### config.mk
export PLATFORM = sky130hd
export DESIGN_NAME = ssc_ctrl
export DESIGN_NICKNAME = d
export VERILOG_FILES = /design/src/sv/ssc_pkg.sv /design/src/sv/ssc_ctrl.sv
export SDC_FILE = /design/constraint.sdc
export NUM_CORES = 1
export LEC_CHECK = 0
export CAP_MARGIN = 20
export CORE_AREA = 2 2 39 41
export DETAILED_ROUTE_END_ITERATION = 10
export DIE_AREA = 0 0 41 43
export DONT_BUFFER_PORTS = 1
export PLACE_DENSITY = 0.35
export SYNTH_ARGS = -nofsm -noshare
export SYNTH_HDL_FRONTEND = slang
export SYNTH_SLANG_ARGS = --single-unit
### constraint.sdc
create_clock -name i_clk -period 1.2 [get_ports i_clk]
set_input_delay 0.06 -clock i_clk [delete_from_list [all_inputs] [get_ports i_clk]]
set_output_delay 0.06 -clock i_clk [all_outputs]
set_load 0.005 [all_outputs]
### src/sv/ssc_pkg.sv
package ssc_pkg;

    localparam int NUM_W      = 11;
    localparam int WANT_W     = NUM_W + 1;
    localparam int S_TDATA_W  = 16;
    localparam int M_TDATA_W  = 8;

    typedef struct packed {
        logic load;
        logic release_num;
        logic pop;
        logic push;
        logic set_fail;
        logic emit;
    } t_cmd;

    typedef struct packed {
        logic failed;
        logic last;
        logic num_is_want;
        logic top_is_want;
        logic can_push;
        logic full;
        logic out_free;
    } t_sts;

endpackage

### src/sv/ssc_ctrl.sv
module ssc_ctrl
    import ssc_pkg::*;
(
    input  logic i_clk,
    input  logic i_rst_n,
    input  logic i_in_valid,
    input  t_sts i_sts,
    output logic o_in_ready,
    output t_cmd o_cmd
);

    typedef enum logic [1:0] {
        ST_IDLE,
        ST_EVAL,
        ST_SETTLE,
        ST_FINISH
    } t_state;

    t_state r_state;
    t_state n_state;
    t_state done_state;

    assign o_in_ready = (r_state == ST_IDLE);
    assign done_state = i_sts.last ? ST_FINISH : ST_IDLE;

    always_comb begin
        o_cmd   = '0;
        n_state = r_state;
        unique case (r_state)
            ST_IDLE: begin
                if (i_in_valid) begin
                    o_cmd.load = 1'b1;
                    n_state    = ST_EVAL;
                end
            end
            ST_EVAL: begin
                priority if (i_sts.failed) begin
                    n_state = done_state;
                end else if (i_sts.num_is_want) begin
                    o_cmd.release_num = 1'b1;
                    n_state           = done_state;
                end else if (i_sts.top_is_want) begin
                    o_cmd.pop = 1'b1;
                    n_state   = ST_SETTLE;
                end else if (i_sts.can_push && !i_sts.full) begin
                    o_cmd.push = 1'b1;
                    n_state    = done_state;
                end else begin
                    o_cmd.set_fail = 1'b1;
                    n_state        = done_state;
                end
            end
            ST_SETTLE: begin
                n_state = ST_EVAL;
            end
            ST_FINISH: begin
                if (i_sts.out_free) begin
                    o_cmd.emit = 1'b1;
                    n_state    = ST_IDLE;
                end
            end
            default: begin
                n_state = ST_IDLE;
            end
        endcase
    end

    always_ff @(posedge i_clk) begin
        if (!i_rst_n) begin
            r_state <= ST_IDLE;
        end else begin
            r_state <= n_state;
        end
    end

endmodule

======== Word level (Yosys, flattened, before mapping) ========
Index checks and enable logic that the tools add are counted.
operators by class
  muxes and demuxes ....................... 19
  reduce and logical (&&, ||, !) cells .... 4
  eq/ne operators ......................... 5
operators with widths
  kind                                                                   count
  2-bit 2-to-1 mux                                                       7
  1-bit 2-to-1 mux                                                       8
  4-bit 2-to-1 mux                                                       2
  2-bit one-hot mux with 4 select lines                                  1
  2-bit equality test, second input constant                             2
  2-bit inequality test, second input constant                           2
  3-bit 2-to-1 mux                                                       1
  2-bit by 1-bit equality test with 1-bit output, second input constant  1
  2-bit logical NOT                                                      1
  2-bit AND reduction                                                    1
  1-bit logical AND                                                      1
  1-bit logical NOT                                                      1
word-level totals
  logic and storage cells ................. 29
  register bits ........................... 2
  bits of input ports ..................... 10
  output and inout bits ................... 7

======== Depth between registers and ports, before layout ========
  word-level depth ........................ 7
  mapped depth ............................ 3
  mapped depth without buffers ............ 3

======== Least setup slack after synthesis ========
No wires, ideal clock.
  path type ............................... register to output
  start ................................... reg r_state[1]
  end ..................................... out o_cmd[2] (netlist bit)
  slack ................................... 46 ps
  arrival ................................. 1094 ps
  buffers on the path ..................... 0
  stages on the path, launching flop included .. 4
  cells stage by stage .................... dfxtp_1 nand2b_1 or4_4 nor3b_2
RTL lines
  what                    RTL line        source
  start, declared         ssc_ctrl.sv:19  t_state r_state;
  start signal, assigned  ssc_ctrl.sv:72  r_state <= n_state;
  end, declared           ssc_ctrl.sv:9   output t_cmd o_cmd

==> run_results.csv <==
group,metric,value,unit
status,status,"complete, but fails checks",
synthesis,synth.avg_cell_area,7.86,um2
pwr,internal_power,0.221,mW
detailed_routing,drt-pass1-iter-count,4,
global_route,grt_remaining_overflow,0,
setup_path,crit_end,"o_cmd[2]",
floorplanning,rows,14,
setup_path,critPathLaunch,"r_state[1]",
detailed_routing,routed_via_density,4.37,
pwr,cellPowerDensity,1070,nW/um2
floorplanning,fp.dieArea,1760,um2
floorplanning,die_y,43,um
global_route,track_usage,6.21,%
timing,fmax,747,MHz
synthesis,syn_area,165,um2
setup_path,cp-end-kind,"primary output",
setup_path,crit_type,"flop to primary output",
clocking,cts.sinks,2,
final_layout,fillCellCount,159,
synthesis,yosysUniqueCellTypes,17,
timing,finalSetupViolations,2,
setup_path,critPathLaunchType,"flop",
clocking,clockRootBuffer,"clkbuf_4",
final_layout,final_util,19.8,%
final_layout,drive_above_1_share,33.3,%
timing,fin_crit,1.34,ns
hold_path,hold_class,"input port to flop",
timing,grt_setup_unrepaired,"yes",
timing,layout_setup_ws,-0.138,ns
clocking,cts_buffers,3,
job,maxCapViolations,0,
final_layout,diodes,0,
synthesis,syn_inst,21,
setup_path,reg2reg_slack,0.26,ns
synthesis,synthTopCellsByArea,"dfxtp_1, nor3b_1, nor3b_2",
global_route,grt_pass1_vias,207,
setup_path,r2r-start,"r_state[0]",
pwr,peakVddDrop,0.291,mV
final_layout,multi_input_area,135,um2
global_route,grt_max_degree,7,
synthesis,seq_area_frac_synth,24.2,%
pwr,leakage,0.108,nW
floorplanning,start_util,11.9,%
placement,place_inst,40,
clocking,clkSlewWorstSetupHoldPaths,0.03,ns
floorplanning,die_x,41,um
timing,worst_slew_pin_slew,0.337,ns
clocking,clk_latency,0.22,ns
pwr,seq_power_share,26.4,%
synthesis,synth_top_cell_by_area,"dfxtp_1",
timing,finalCritPeriodShare,112,%
status,failed_checks,"setup timing",
clocking,post-cts-setup-buffer-count,0,
final_layout,finalNonFillerCells,46,
placement,gp_congestion,0.764,
detailed_routing,drc,0,
final_layout,regArea,40.0,um2
final_layout,syn2layout_area_growth,65.9,%
detailed_routing,drt_iter0_drc,8,
placement,port_buffers,0,
floorplanning,core,1380,um2
synthesis,ys.warnings.count,0,
global_route,antenna_found_initial,0,
hold_path,worstHoldPathCells,3,
setup_path,arrival,1.28,ns
final_layout,reg_top3,"r_state (2)",
clocking,cts_max_path_buffers,2,
detailed_routing,num_vias,201,
timing,hold_violations,0,
clocking,cts_tree,"yes",
timing,drv_slew,0,
setup_path,worstPathMaxFanout,2,
detailed_routing,drt_wl_total,470,um
synthesis,synth_ff_type,"dfxtp_1",
synthesis,synth_edf_count,0,
setup_path,rr_endpoint,"r_state[0]",
setup_path,crit_required,1.14,ns
detailed_routing,wl_per_cell,10.2,um
pwr,combPwrFrac,22.3,%
setup_path,ff2ff_path_depth,4,
pwr,power_frac_clock,51.3,%
timing,slew-limit-headroom,77.5,%
final_layout,top_register,"r_state",
final_layout,nets,42,
detailed_routing,route.antenna.remaining_nets,0,
clocking,cts.htree.levels,1,
synthesis,postSynth.asyncResetShare,0,%
synthesis,synth-seq-cells,2,
synthesis,synth_top_area_share,24.2,%
synthesis,yosys-top-cells-count,"nand2_1, dfxtp_1, nor3b_1",
placement,dpl_worst_slack,0.0776,ns
floorplanning,pin_count,17,
timing,fin_skew,0.00178,ns
synthesis,yosysMostFrequentCell,"nand2_1",
global_route,grt_pass1_wl,683,um
pwr,switching_share,24.4,%
pwr,p_switching,0.0715,mW
synthesis,syn_nets,31,
final_layout,largest_register_ffs,2,
[kinds of logic after synthesis]
family          after synthesis  share of synthesized area (%)
simple gates                 14                           56.8
compound gates                4                           16.7
buf+inv                       1                           2.27
flops                         2                           24.2
[repair_timing]
| action | in CTS | in global routing |
|---|---|---|
| setup endpoints to repair | 2 | 2 |
| endpoints found under the hold margin | 2 | 0 |
| pin swaps | 1 | 1 |
| gates cloned | 0 | 0 |
| hold buffers | 3 | 0 |
| resized for setup | 1 | 1 |
[per-layer routing]
| layer | global-route usage, % | share of wire, % | vias to the layer above |
|---|---|---|---|
| met5 | 0 | 0 | - |
| met4 | 6.00 | 0 | 0 |
| met3 | 4.19 | 17 | 0 |
| met2 | 8.13 | 43 | 16 |
| met1 | 6.07 | 40 | 87 |
| li1 | - | - | 98 |
[power groups by stage]
stage / Combinational (mW) / Sequential, mW / Clock (mW)
2_1_floorplan: 0.0283 / 0.0800 / 0
3_3_place_gp: 0.0522 / 0.0759 / 0
3_5_place_dp: 0.0525 / 0.0760 / 0
4_1_cts: 0.0650 / 0.0775 / 0.159
5_1_grt: 0.0725 / 0.0777 / 0.170
6_report: 0.0651 / 0.0773 / 0.150
[how the worst min path moves through the flow]
stage,endpoint,startpoint,slack [ns]
after floorplan,o_cmd[2],i_sts[1],0.14
after global placement,o_cmd[2],i_sts[1],0.15
after detailed placement,o_cmd[2],i_sts[1],0.15
after CTS,r_state[0],i_sts[0],0.05
after global routing,r_state[0],i_sts[0],0.07
final,r_state[0],i_sts[0],0.07
[worst max-delay path, stage by stage (launching register included)]
cell	delay (ns)
dfxtp_1	0.30
nand2b_4	0.13
or4_4	0.43
nor3b_4	0.19
[per-stage QoR]
| stage | cell area [um2] | total power, mW | hold slack (ns) | TNS, ns |
|---|---|---|---|---|
| after floorplan | 165 | 0.108 | 0.143 | 0 |
| after global placement | 208 | 0.128 | 0.147 | 0 |
| after detailed placement | 208 | 0.129 | 0.146 | 0 |
| after CTS | 268 | 0.301 | 0.0533 | -0.284 |
| after global routing | 274 | 0.320 | 0.0705 | -0.391 |
| final | 274 | 0.292 | 0.0660 | -0.263 |
[cell usage in the layout (no fill, tap or decap)]
master	synthesis	layout
o31ai_1	1	1
inv_1	1	1
nor3b_1	2	2
nand2b_4	0	1
buf_4	0	3
nor3b_4	0	1
and2_1	1	1
nor2_1	1	1
clkbuf_4	0	3
nor3_1	1	1
and3_1	1	1
nand2_1	3	3
a211oi_1	1	1
and3b_2	1	1
dfxtp_1	2	2
dlygate4sd3_1	0	3
or4_4	1	1
o211ai_1	1	1
nor2b_1	1	1
a21oi_1	1	1
[layout make-up]
class | count | area share, %
multi-input combinational | 18 | 49.3
timing repair buffer | 6 | 19.2
sequential | 2 | 14.6
clock buffer | 3 | 8.22
tap | 16 | 7.31
inverter | 1 | 1.37
Note: power is estimated with default switching activity, not from simulation.
